===== src/crtp_pkg.sv =====
// ----------------------------------------------------------------------------
// crtp_pkg
// Shared constants and types for the coordinate range text parser.
// ----------------------------------------------------------------------------
package crtp_pkg;

	localparam int DEFAULT_VALUE_WIDTH = 32;

	localparam logic [7:0] CHR_ZERO  = 8'h30;
	localparam logic [7:0] CHR_NINE  = 8'h39;
	localparam logic [7:0] CHR_COMMA = 8'h2c;
	localparam logic [7:0] CHR_DOT   = 8'h2e;
	localparam logic [7:0] CHR_PLUS  = 8'h2b;
	localparam logic [7:0] CHR_DASH  = 8'h2d;

	localparam int NUM_LANES = 3;
	localparam int LANE_DOT  = 0;
	localparam int LANE_PLUS = 1;
	localparam int LANE_DASH = 2;

	localparam logic [7:0] SEP_CHARS [NUM_LANES] = '{CHR_DOT, CHR_PLUS, CHR_DASH};

	localparam logic [1:0] POS_MAX = 2'd3;

	typedef enum logic [2:0] {
		FORM_INVALID    = 3'd0,
		FORM_SINGLE     = 3'd1,
		FORM_DOTS       = 3'd2,
		FORM_PLUS       = 3'd3,
		FORM_PLUS_MINUS = 3'd4,
		FORM_DASH       = 3'd5
	} form_t;

	typedef struct packed {
		logic       seen;
		logic       run;
		logic [1:0] pos;
		logic [1:0] bad;
		logic       lead;
	} lane_flags_t;

	localparam lane_flags_t LANE_FLAGS_RESET = '{
		seen: 1'b0, run: 1'b1, pos: 2'd0, bad: 2'd0, lead: 1'b0
	};

endpackage


===== src/crtp_lane.sv =====
// ----------------------------------------------------------------------------
// crtp_lane
// Tokenizer for one candidate separator: splits the text into tokens at runs
// of the separator and accumulates the first two tokens as decimal numbers.
// ----------------------------------------------------------------------------
module crtp_lane import crtp_pkg::*; #(
	parameter int         VALUE_WIDTH   = DEFAULT_VALUE_WIDTH,
	parameter logic [7:0] SEP_CHAR      = CHR_DOT,
	parameter bit         LEAD_MINUS_EN = 1'b0
) (
	input  logic                   clk,
	input  logic                   arst_n,
	input  logic                   en,
	input  logic                   clr,
	input  logic [7:0]             text_byte,
	output lane_flags_t            flags_nxt,
	output logic [VALUE_WIDTH-1:0] first_nxt,
	output logic [VALUE_WIDTH-1:0] second_nxt
);

	lane_flags_t            flags_q;
	logic [VALUE_WIDTH-1:0] first_q;
	logic [VALUE_WIDTH-1:0] second_q;
	logic                   is_digit;
	logic [VALUE_WIDTH-1:0] digit_ext;

	assign is_digit  = (text_byte >= CHR_ZERO) && (text_byte <= CHR_NINE);
	assign digit_ext = {{(VALUE_WIDTH-4){1'b0}}, 4'(text_byte - CHR_ZERO)};

	always_comb begin
		logic skip;
		skip       = 1'b0;
		flags_nxt  = flags_q;
		first_nxt  = first_q;
		second_nxt = second_q;
		if (text_byte == SEP_CHAR) begin
			flags_nxt.run  = 1'b1;
			flags_nxt.seen = 1'b1;
		end else begin
			if (flags_q.run) begin
				flags_nxt.run = 1'b0;
				if (flags_q.pos != POS_MAX) begin
					flags_nxt.pos = flags_q.pos + 2'd1;
				end
				if (LEAD_MINUS_EN && flags_nxt.pos == 2'd2 && text_byte == CHR_DASH) begin
					flags_nxt.lead = 1'b1;
					skip           = 1'b1;
				end
			end
			if (!skip && (flags_nxt.pos == 2'd1 || flags_nxt.pos == 2'd2)) begin
				priority if (text_byte == CHR_COMMA) begin
				end else if (is_digit) begin
					if (flags_nxt.pos == 2'd1) begin
						first_nxt = (first_q << 3) + (first_q << 1) + digit_ext;
					end else begin
						second_nxt = (second_q << 3) + (second_q << 1) + digit_ext;
					end
				end else begin
					if (flags_nxt.pos == 2'd1) begin
						flags_nxt.bad[0] = 1'b1;
					end else begin
						flags_nxt.bad[1] = 1'b1;
					end
				end
			end
		end
	end

	always_ff @(posedge clk or negedge arst_n) begin
		if (!arst_n) begin
			flags_q  <= LANE_FLAGS_RESET;
			first_q  <= '0;
			second_q <= '0;
		end else if (en) begin
			if (clr) begin
				flags_q  <= LANE_FLAGS_RESET;
				first_q  <= '0;
				second_q <= '0;
			end else begin
				flags_q  <= flags_nxt;
				first_q  <= first_nxt;
				second_q <= second_nxt;
			end
		end
	end

endmodule


===== src/crtp_result.sv =====
// ----------------------------------------------------------------------------
// crtp_result
// Decodes the final accumulator snapshot of one text into form, start,
// length and strand.
// ----------------------------------------------------------------------------
module crtp_result import crtp_pkg::*; #(
	parameter int VALUE_WIDTH = DEFAULT_VALUE_WIDTH
) (
	input  logic [VALUE_WIDTH-1:0] whole_value,
	input  logic                   whole_bad,
	input  lane_flags_t            flags      [NUM_LANES],
	input  logic [VALUE_WIDTH-1:0] first_val  [NUM_LANES],
	input  logic [VALUE_WIDTH-1:0] second_val [NUM_LANES],
	output form_t                  form_code,
	output logic [31:0]            start_offset,
	output logic [31:0]            span_length,
	output logic                   reverse_strand
);

	localparam logic [VALUE_WIDTH-1:0] ONE = VALUE_WIDTH'(1);

	logic [VALUE_WIDTH-1:0] a;
	logic [VALUE_WIDTH-1:0] b;
	lane_flags_t            f;
	logic                   any_sep;
	logic                   is_plus;
	logic                   is_dot;

	always_comb begin
		is_plus = 1'b0;
		is_dot  = 1'b0;
		any_sep = 1'b1;
		priority if (flags[LANE_DOT].seen) begin
			f      = flags[LANE_DOT];
			a      = first_val[LANE_DOT];
			b      = second_val[LANE_DOT];
			is_dot = 1'b1;
		end else if (flags[LANE_PLUS].seen) begin
			f       = flags[LANE_PLUS];
			a       = first_val[LANE_PLUS];
			b       = second_val[LANE_PLUS];
			is_plus = 1'b1;
		end else begin
			f       = flags[LANE_DASH];
			a       = first_val[LANE_DASH];
			b       = second_val[LANE_DASH];
			any_sep = flags[LANE_DASH].seen;
		end
	end

	always_comb begin
		form_code      = FORM_INVALID;
		start_offset   = '0;
		span_length    = '0;
		reverse_strand = 1'b0;
		if (!whole_bad) begin
			form_code    = FORM_SINGLE;
			start_offset = 32'(whole_value - ONE);
			span_length  = 32'd1;
		end else if (any_sep && f.pos >= 2'd2 && f.bad == 2'b00) begin
			if (is_plus) begin
				span_length = 32'(b);
				if (f.lead) begin
					form_code      = FORM_PLUS_MINUS;
					start_offset   = 32'(a - b);
					reverse_strand = 1'b1;
				end else begin
					form_code    = FORM_PLUS;
					start_offset = 32'(a - ONE);
				end
			end else begin
				form_code = is_dot ? FORM_DOTS : FORM_DASH;
				if (a <= b) begin
					start_offset = 32'(a - ONE);
					span_length  = 32'(b - a + ONE);
				end else begin
					start_offset   = 32'(b - ONE);
					span_length    = 32'(a - b + ONE);
					reverse_strand = 1'b1;
				end
			end
		end
	end

endmodule


===== src/coordinate_range_text_parser_top.sv =====
// ----------------------------------------------------------------------------
// coordinate_range_text_parser_top
// Parses coordinate text, one character per beat, into a zero-based range.
// ----------------------------------------------------------------------------
// One character is taken every cycle with no gaps, texts back to back,
// unless ready is held low as below. A text's result leaves through the
// input register, the snapshot register of the final accumulators and the
// output register. The per-character path is the multiply-by-ten accumulate
// in each separator lane; the range decode (compare, subtract) reads the snapshot.
// The slave side holds ready low only while a finished result waits in the
// output register and the snapshot and input registers both hold a text end.
module coordinate_range_text_parser_top import crtp_pkg::*; #(
	parameter int VALUE_WIDTH = DEFAULT_VALUE_WIDTH
) (
	input  logic        clk,
	input  logic        arst_n,
	input  logic        s_tvalid,
	output logic        s_tready,
	input  logic [7:0]  s_tdata,   // text_byte
	input  logic        s_tlast,   // end_of_text
	output logic        m_tvalid,
	input  logic        m_tready,
	output logic [63:0] m_tdata,   // start_offset[31:0], span_length[63:32]
	output logic [3:0]  m_tuser    // form_code[2:0], reverse_strand[3]
);

	localparam logic [VALUE_WIDTH-1:0] WHOLE_RESET = '0;

	logic                   v_s1;
	logic [7:0]             byte_s1;
	logic                   last_s1;
	logic                   v_s2;
	logic                   s1_go;
	logic                   s2_go;
	logic                   s2_free;
	logic                   out_free;

	logic [VALUE_WIDTH-1:0] whole_q;
	logic                   whole_bad_q;
	logic [VALUE_WIDTH-1:0] whole_nxt;
	logic                   whole_bad_nxt;
	logic                   is_digit;

	lane_flags_t            flags_nxt  [NUM_LANES];
	logic [VALUE_WIDTH-1:0] first_nxt  [NUM_LANES];
	logic [VALUE_WIDTH-1:0] second_nxt [NUM_LANES];

	logic [VALUE_WIDTH-1:0] whole_s2;
	logic                   whole_bad_s2;
	lane_flags_t            flags_s2   [NUM_LANES];
	logic [VALUE_WIDTH-1:0] first_s2   [NUM_LANES];
	logic [VALUE_WIDTH-1:0] second_s2  [NUM_LANES];

	form_t                  res_form;
	logic [31:0]            res_start;
	logic [31:0]            res_span;
	logic                   res_rev;

	// flow control
	assign out_free = !m_tvalid || m_tready;
	assign s2_go    = v_s2 && out_free;
	assign s2_free  = !v_s2 || s2_go;
	assign s1_go    = v_s1 && (!last_s1 || s2_free);
	assign s_tready = !v_s1 || s1_go;

	always_ff @(posedge clk or negedge arst_n) begin
		if (!arst_n) begin
			v_s1 <= 1'b0;
		end else if (s_tready) begin
			v_s1 <= s_tvalid;
		end
	end

	always_ff @(posedge clk) begin
		if (s_tready && s_tvalid) begin
			byte_s1 <= s_tdata;
			last_s1 <= s_tlast;
		end
	end

	// whole-text single number
	assign is_digit = (byte_s1 >= CHR_ZERO) && (byte_s1 <= CHR_NINE);

	always_comb begin
		whole_nxt     = whole_q;
		whole_bad_nxt = whole_bad_q;
		priority if (byte_s1 == CHR_COMMA) begin
		end else if (is_digit) begin
			whole_nxt = (whole_q << 3) + (whole_q << 1)
				+ {{(VALUE_WIDTH-4){1'b0}}, 4'(byte_s1 - CHR_ZERO)};
		end else begin
			whole_bad_nxt = 1'b1;
		end
	end

	always_ff @(posedge clk or negedge arst_n) begin
		if (!arst_n) begin
			whole_q     <= WHOLE_RESET;
			whole_bad_q <= 1'b0;
		end else if (s1_go) begin
			if (last_s1) begin
				whole_q     <= WHOLE_RESET;
				whole_bad_q <= 1'b0;
			end else begin
				whole_q     <= whole_nxt;
				whole_bad_q <= whole_bad_nxt;
			end
		end
	end

	for (genvar g = 0; g < NUM_LANES; g++) begin : g_lane
		crtp_lane #(
			.VALUE_WIDTH  (VALUE_WIDTH),
			.SEP_CHAR     (SEP_CHARS[g]),
			.LEAD_MINUS_EN(g == LANE_PLUS)
		) u_lane (
			.clk       (clk),
			.arst_n    (arst_n),
			.en        (s1_go),
			.clr       (last_s1),
			.text_byte (byte_s1),
			.flags_nxt (flags_nxt[g]),
			.first_nxt (first_nxt[g]),
			.second_nxt(second_nxt[g])
		);
	end

	// snapshot of the final accumulators
	always_ff @(posedge clk or negedge arst_n) begin
		if (!arst_n) begin
			v_s2 <= 1'b0;
		end else if (s2_free) begin
			v_s2 <= s1_go && last_s1;
		end
	end

	always_ff @(posedge clk) begin
		if (s1_go && last_s1) begin
			whole_s2     <= whole_nxt;
			whole_bad_s2 <= whole_bad_nxt;
			flags_s2     <= flags_nxt;
			first_s2     <= first_nxt;
			second_s2    <= second_nxt;
		end
	end

	crtp_result #(
		.VALUE_WIDTH(VALUE_WIDTH)
	) u_result (
		.whole_value   (whole_s2),
		.whole_bad     (whole_bad_s2),
		.flags         (flags_s2),
		.first_val     (first_s2),
		.second_val    (second_s2),
		.form_code     (res_form),
		.start_offset  (res_start),
		.span_length   (res_span),
		.reverse_strand(res_rev)
	);

	always_ff @(posedge clk or negedge arst_n) begin
		if (!arst_n) begin
			m_tvalid <= 1'b0;
		end else if (out_free) begin
			m_tvalid <= v_s2;
		end
	end

	always_ff @(posedge clk) begin
		if (s2_go) begin
			m_tdata <= {res_span, res_start};
			m_tuser <= {res_rev, 3'(res_form)};
		end
	end

	a_invalid_zero: assert property (@(posedge clk) disable iff (!arst_n)
		m_tvalid && m_tuser[2:0] == FORM_INVALID |-> m_tdata == '0 && !m_tuser[3])
		else $error("invalid form with nonzero payload");

	a_single_len: assert property (@(posedge clk) disable iff (!arst_n)
		m_tvalid && m_tuser[2:0] == FORM_SINGLE |-> m_tdata[63:32] == 32'd1 && !m_tuser[3])
		else $error("single number without unit length");

	a_plus_fwd: assert property (@(posedge clk) disable iff (!arst_n)
		m_tvalid && m_tuser[2:0] == FORM_PLUS |-> !m_tuser[3])
		else $error("plus form on reverse strand");

	a_stall_cause: assert property (@(posedge clk) disable iff (!arst_n)
		!s_tready |-> v_s1 && last_s1 && v_s2 && m_tvalid && !m_tready)
		else $error("input stalled without a full pipeline");

	a_snapshot_held: assert property (@(posedge clk) disable iff (!arst_n)
		v_s2 && !out_free |=> v_s2 && $stable(whole_bad_s2))
		else $error("snapshot lost while output stalled");

endmodule

===== config.mk =====
export PLATFORM = sky130hd
export DESIGN_NAME = coordinate_range_text_parser_top
export DESIGN_NICKNAME = d
export VERILOG_FILES = /design/src/crtp_pkg.sv /design/src/crtp_lane.sv /design/src/crtp_result.sv /design/src/coordinate_range_text_parser_top.sv
export SDC_FILE = /design/constraint.sdc
export NUM_CORES = 2
export LEC_CHECK = 0
export ABC_AREA = 1
export BUFFER_PORTS_ARGS = -buffer_cell sky130_fd_sc_hd__buf_2
export CAP_MARGIN = 20
export CORE_MARGIN = 2
export CORE_UTILIZATION = 55
export CTS_CLUSTER_DIAMETER = 80
export DETAILED_ROUTE_END_ITERATION = 8
export PLACE_DENSITY = 0.71
export SETUP_SLACK_MARGIN = 0.5
export SYNTH_ARGS = -nofsm -noshare
export SYNTH_HDL_FRONTEND = slang
export SYNTH_SLANG_ARGS = --single-unit

===== constraint.sdc =====
create_clock -name clk -period 19.7 [get_ports clk]
set_input_delay 1.97 -clock clk [delete_from_list [all_inputs] [get_ports clk]]
set_output_delay 1.97 -clock clk [all_outputs]
set_load 0.05 [all_outputs]

Word-level counts from Yosys, hierarchy flattened
Cells that the tools add are included.
{"block": "op_classes", "add_sub_neg": 25, "n_lt_le_gt_ge": 4, "eq_ne": 14, "n_mux": 111, "reduce_logical": 23}
{"op": "$mux 32", "n": 50}
{"op": "$add 32x32->32", "n": 7}
{"op": "$add 32x4->32", "n": 7}
{"op": "$sub 32x1->32 const B", "n": 3}
{"op": "$add 32x1->32 const B", "n": 2}
{"op": "$sub 32x32->32", "n": 2}
{"op": "$mux 2", "n": 17}
{"op": "$eq 8x6->1 const B", "n": 4}
{"op": "$le 32x32->1", "n": 1}
{"op": "$mux 1", "n": 30}
{"op": "$mux 7", "n": 3}
{"op": "$mux 3", "n": 6}
{"op": "$mux 5", "n": 3}
{"op": "$logic_and 1x1->1", "n": 9}
{"op": "$eq 2x2->1 const B", "n": 4}
{"op": "$ge 8x6->1 const B", "n": 1}
{"op": "$le 8x6->1 const B", "n": 1}
{"op": "$mux 4", "n": 2}
{"op": "$logic_or 1x1->1", "n": 7}
{"op": "$add 2x1->2 const B", "n": 3}
{"op": "$eq 2x1->1 const B", "n": 3}
{"op": "$ne 2x2->1 const B", "n": 3}
{"op": "$logic_not 1->1", "n": 5}
{"op": "$sub 4x1->4 const B", "n": 1}
{"op": "3 further kinds", "n": 3}
{"block": "word_totals", "reg_bits": 565, "input_bits": 13, "out_inout_bits": 70, "elab_cells": 226}

Logic depth before layout (Yosys ltp)
{"block": "logic_depth", "depth_word": 14, "ltp_mapped": 30, "depth_no_buf": 27}

By module
Synthesis repeated with hierarchy kept, for this count alone.
{"block": "hier_totals", "cells_unflattened": 7711, "area_unflattened_um2": 52690.5}
{"module": "coordinate_range_text_parser_top", "n_inst": 1, "cells_each": 1050, "area_per_inst_um2": 14198.6, "seq_area_each_um2": 10600.2}
{"module": "crtp_result", "n_inst": 1, "cells_each": 2264, "area_per_inst_um2": 11837.6, "seq_area_each_um2": 0.0}
{"module": "crtp_lane (g_lane[2].u_lane)", "n_inst": 1, "cells_each": 1484, "area_per_inst_um2": 8978.6, "seq_area_each_um2": 1752.9}
{"module": "crtp_lane (g_lane[1].u_lane)", "n_inst": 1, "cells_each": 1466, "area_per_inst_um2": 8878.5, "seq_area_each_um2": 1778.0}
{"module": "crtp_lane (g_lane[0].u_lane)", "n_inst": 1, "cells_each": 1447, "area_per_inst_um2": 8797.2, "seq_area_each_um2": 1752.9}

Worst setup path before layout
Ideal clock, no wire load.
{"block": "synth_path", "path_kind": "input to register", "start": "input m_tready", "end": "register first_s2[0] (netlist bit), enable pin", "setup_time_ns": 0.592, "arrival_ns": 7.153, "required_time_ns": 19.108, "setup_slack_ns": 11.955, "stages": 8, "n_path_buf": 0, "cell_sequence": "nor2_1 -> inv_1 -> nor2_1 -> nand2_1 -> nand2_1 -> inv_1 -> nand2_1 -> inv_1"}
{"block": "synth_between", "elab_chain_len": 6}
{"item": "from (decl)", "line_no": "coordinate_range_text_parser_top.sv:22", "rtl": "input logic m_tready,"}
{"item": "$logic_or 1x1->1", "line_no": "coordinate_range_text_parser_top.sv:60", "rtl": "assign out_free = !m_tvalid || m_tready;"}
{"item": "$logic_and 1x1->1", "line_no": "coordinate_range_text_parser_top.sv:61", "rtl": "assign s2_go = v_s2 && out_free;"}
{"item": "$logic_or 1x1->1", "line_no": "coordinate_range_text_parser_top.sv:62", "rtl": "assign s2_free = !v_s2 || s2_go;"}
{"item": "$logic_or 1x1->1", "line_no": "coordinate_range_text_parser_top.sv:63", "rtl": "assign s1_go = v_s1 && (!last_s1 || s2_free);"}
{"item": "$logic_and 1x1->1", "line_no": "coordinate_range_text_parser_top.sv:63"}
{"item": "$logic_and 1x1->1", "line_no": "coordinate_range_text_parser_top.sv:138", "rtl": "if (s1_go && last_s1) begin"}
{"item": "to (signal assigned)", "line_no": "coordinate_range_text_parser_top.sv:142", "rtl": "first_s2 <= first_nxt;"}
{"item": "to (decl)", "line_no": "coordinate_range_text_parser_top.sv:51", "rtl": "logic [VALUE_WIDTH-1:0] first_s2 [NUM_LANES];"}
No other way between the ends.
A chain may end at the register's enable or synchronous reset.

Worst setup path after layout
{"block": "layout_path", "start": "register flags_s2[13] (netlist bit)", "end": "register m_tdata[31] (data pin)"}
{"block": "layout_between", "elab_chain_len": 7, "word_cells_on_any_way": 23, "cone_classes": "3 x add/sub; 2 x order compare; 15 x mux; 3 x reduce/logical"}
{"item": "from (decl)", "line_no": "coordinate_range_text_parser_top.sv:50", "rtl": "lane_flags_t flags_s2 [NUM_LANES];"}
{"item": "from (signal assigned)", "line_no": "coordinate_range_text_parser_top.sv:141", "rtl": "flags_s2 <= flags_nxt;"}
{"item": "$mux 32 or $mux 5 (tied branches)", "line_no": "crtp_result.sv:38", "rtl": "end else if (flags[LANE_PLUS].seen) begin"}
{"item": "$mux 32 or $mux 5 (tied branches)", "line_no": "crtp_result.sv:33", "rtl": "priority if (flags[LANE_DOT].seen) begin"}
{"item": "$sub 32x1->32 (tied with other cells)", "line_no": "crtp_result.sv:77", "rtl": "start_offset = 32'(b - ONE);"}
{"item": "$mux 32 (tied with other cells)", "line_no": "crtp_result.sv:73", "rtl": "if (a <= b) begin"}
{"item": "$mux 32 or $logic_and 1x1->1 (tied branches)", "line_no": "crtp_result.sv:61, crtp_result.sv:60"}
{"item": "$mux 32 (*)", "line_no": "crtp_result.sv:60", "rtl": "end else if (any_sep && f.pos >= 2'd2 && f.bad == 2'b00) begin"}
{"item": "$mux 32 (*)", "line_no": "crtp_result.sv:56", "rtl": "if (!whole_bad) begin"}
{"item": "named net res_start[31]", "line_no": "coordinate_range_text_parser_top.sv:55", "rtl": "logic [31:0] res_start;"}
{"item": "to (signal assigned)", "line_no": "coordinate_range_text_parser_top.sv:171", "rtl": "m_tdata <= {res_span, res_start};"}
{"item": "to (decl)", "line_no": "coordinate_range_text_parser_top.sv:23", "rtl": "output logic [63:0] m_tdata,"}
The timed path passes the listed nets; every way through them passes the cells marked *.

==> metrics <==
Final Max Tran Viols=0; I/O pins=83; area grow syn2layout=7.61%; first-pass GRT wire length=244000 µm; Max Root-Sink Buffers=3; Synth warnings=0; CTS Buf Count=67; H-tree Lvls=3; run status=finished, final reports clean; Least-Margin Pin Slew=1.12 ns; leading cell type in the layout, fill and taps excluded=nand2_1; EDFF count, synth=315; crit path max-delay cell type=nor2_4; LEAKAGE=25.5 nW; Min-Delay Path Class=flip-flop to flip-flop; Seq cells post-synth=562; overall power=3.43 mW; CP Cell Sequence=buf_4, buf_4, inv_4, nand2_1, nand2_1, nand2_1, o21a_1, inv_1, ha_1, nand2_1, nor2_1, nand4_1, nor3_1, nand2_1, nand2_1, nand2_2, nor2_4, inv_2, nand2_2, inv_1, nand3_1, o2111ai_1, nand2_1; CP max stage delay=0.85 ns; die area=87900 µm²; placed inst area=48400 µm²; Netlist Area Pre-Place=47000 µm²; DRT antenna net count=0; total number of vias=43334; crit start category=flip-flop; synth unique cells=75; drt pass-1 iters=8; Rel. slew slack=25.3%; Switch Pwr=1.18 mW; FP Rows=107; max-cap viol count=0; Die X=296 µm; IR drop worst, VDD=0.0000815 V; Reg clk slew, reported paths=0.06 ns; Mapped Avg Cell Area=7.51 µm²; CTS Hold Bufs=0; Core ar.=85000 µm²; commonest non-fill, non-tap cells in the layout=nand2_1, inv_1, nor2_1, ha_1, o21ai_0; port buffer count=82; Worst path most repeated cell=nand2_1; Combinational Power Share=24.1%; total gr overflow=0; DRC violations left=0; post-CTS resize count=0; count of final hold-check violations=0; wirelength, routed=162000 µm; Final Util=59.5%; Post-synth top flop=edfxtp_1; f_max=147 MHz; Via density=5.78; Pint=2.25 mW; wire per inst=21.6 µm; Top Family by Delay on Critical Path=simple AND/OR/NAND/NOR gates; register area share after synthesis=33.3%; crit path DAT=7.25 ns; Tcrit/Tclk final=34.4%; RSZ-0062 raised after global routing=no; Seq pwr share=40.0%; Die Y=296 µm; GRT Util Overall=36.8%; Power Dens Cells=67.7 nW/µm²; initial core utilization=55.3%; switching share of power=34.5%; Nets=6817; CTS tree=done; Final TNS setup=0 ns; layout cell share with drive strength beyond 1=7.05%; WP data required=20.17 ns; largest net degree at the start of global routing=90; Final Instance Area=50600 µm²; clock root cell=clkbuf_16; crit-path max FO=53; Min Hold Slack=0.480 ns; post-synthesis cell count=6264; vias in the first global route=40590; clock network power share=35.9%; Detailed Place HPWL=129000 µm; crit path time final=6.78 ns; Mapped Nets=6783; skew final=0.0286 ns; async set-or-reset flop fraction in the synthesized netlist=44.0%; post-CTS setup buffers=0; WP buf/inv=6; Iteration-0 DRC Markers=3782; GP Congestion=1.03; endpoints failing setup=0; Setup Crit Path Kind=flip-flop to flip-flop; Worst setup EP type=flip-flop; Sink Count=562; Clock Latency Late Sink=0.63 ns; initial antenna violation count=6
synth_stat cells (all sizes together), types with 22 or more instances:
| master | instances | area [µm²] |
|---|---|---|
| nand2 | 1583 | 6090 |
| inv | 858 | 3220 |
| nor2 | 543 | 2240 |
| o21ai | 534 | 2710 |
| ha | 490 | 6130 |
| a21oi | 414 | 2080 |
| edfxtp | 315 | 9460 |
| nand3 | 276 | 1490 |
| dfrtp | 244 | 6110 |
| xor2 | 147 | 1300 |
| clkbuf | 105 | 428 |
| xnor2 | 98 | 866 |
| nor3 | 68 | 399 |
| or2 | 64 | 400 |
| nand4 | 63 | 400 |
| o21a | 56 | 429 |
| buf | 53 | 367 |
| o22ai | 43 | 269 |
| o21bai | 33 | 248 |
| a22o | 32 | 280 |
| a31oi | 30 | 188 |
| a21o | 28 | 210 |
| o211ai | 26 | 215 |
| nor4 | 22 | 165 |
stage by stage:
step	worst slack, ns	cells
floorplan	11.95	6264
CTS	13.21	7496
global route	12.66	7497
finish	12.92	7499
global placement	13.35	7373
detailed placement	13.24	7373
cell type report:
type,count,area [µm²]
fillers,8012,34400
repair buffers,123,728
flip-flops and latches,562,15600
clock buffers,93,1900
diodes,3,7.51
inverters,860,3240
clock inverters,30,262
well taps,1144,1430
multi-input cells,4684,27400
logic make-up after synthesis:
logic type,synth area share (%)
mux,0.106
flops,33.3
simple gates,24.2
buf+inv,8.56
compound gates,15.6
xor+xnor,4.59
fa+ha+maj,13.7
final timing paths:
| path | startpoint | end | slack, ns | depth (start not counted) |
|---|---|---|---|---|
| worst max register to register | flags_s2[13] | m_tdata[31] | 12.92 | 23 |
| min in group asynchronous | arst_n | whole_q[29] | 1.29 | 1 |
| worst min-delay path | g_lane[2].u_lane.first_q[31] | g_lane[2].u_lane.first_q[31] | 0.48 | 2 |
| worst min register to register | g_lane[2].u_lane.first_q[31] | g_lane[2].u_lane.first_q[31] | 0.48 | 2 |
| worst max-delay path | flags_s2[13] | m_tdata[31] | 12.92 | 23 |
| max in group asynchronous | arst_n | g_lane[2].u_lane.second_q[23] | 16.07 | 3 |
metal layers:
metal / share of wire (%) / track usage (%) / wire length, µm / vias to the layer above
met1: 44 / 51.5 / 71100 / 20325
met4: 3.7 / 12.3 / 5950 / 2
li1: - / - / - / 20953
met5: 0.0068 / 0 / 11 / -
met2: 44 / 57.6 / 72000 / 1763
met3: 8.1 / 6.32 / 13100 / 291
worst min-delay path, stage by stage, from the launching register on:
cell,delay [ns]
dfrtp_1,0.34
nand2_1,0.05
nand2_1,0.06
registers in the layout, indices dropped and copies added (netlist names):
name                    cells
whole_bad_q                 1
g_lane.u_lane.first_q      96
v_s1                        1
first_s2                   96
last_s1                     1
whole_q                    32
g_lane.u_lane.second_q     96
m_tdata                    64
m_tvalid                    1
flags_s2                   13
v_s2                        1
whole_bad_s2                1
g_lane.u_lane.flags_q      19
whole_s2                   32
second_s2                  96
m_tuser                     4
byte_s1                     8
power by group through the flow:
stage	Clock [mW]	Sequential (mW)	Combinational (mW)
2_1_floorplan	0	1.42	0.505
3_3_place_gp	0	1.39	0.802
3_5_place_dp	0	1.39	0.807
4_1_cts	1.25	1.37	0.811
5_1_grt	1.29	1.37	0.896
6_report	1.23	1.37	0.826
No activity file was read; power rests on OpenSTA's default activity.
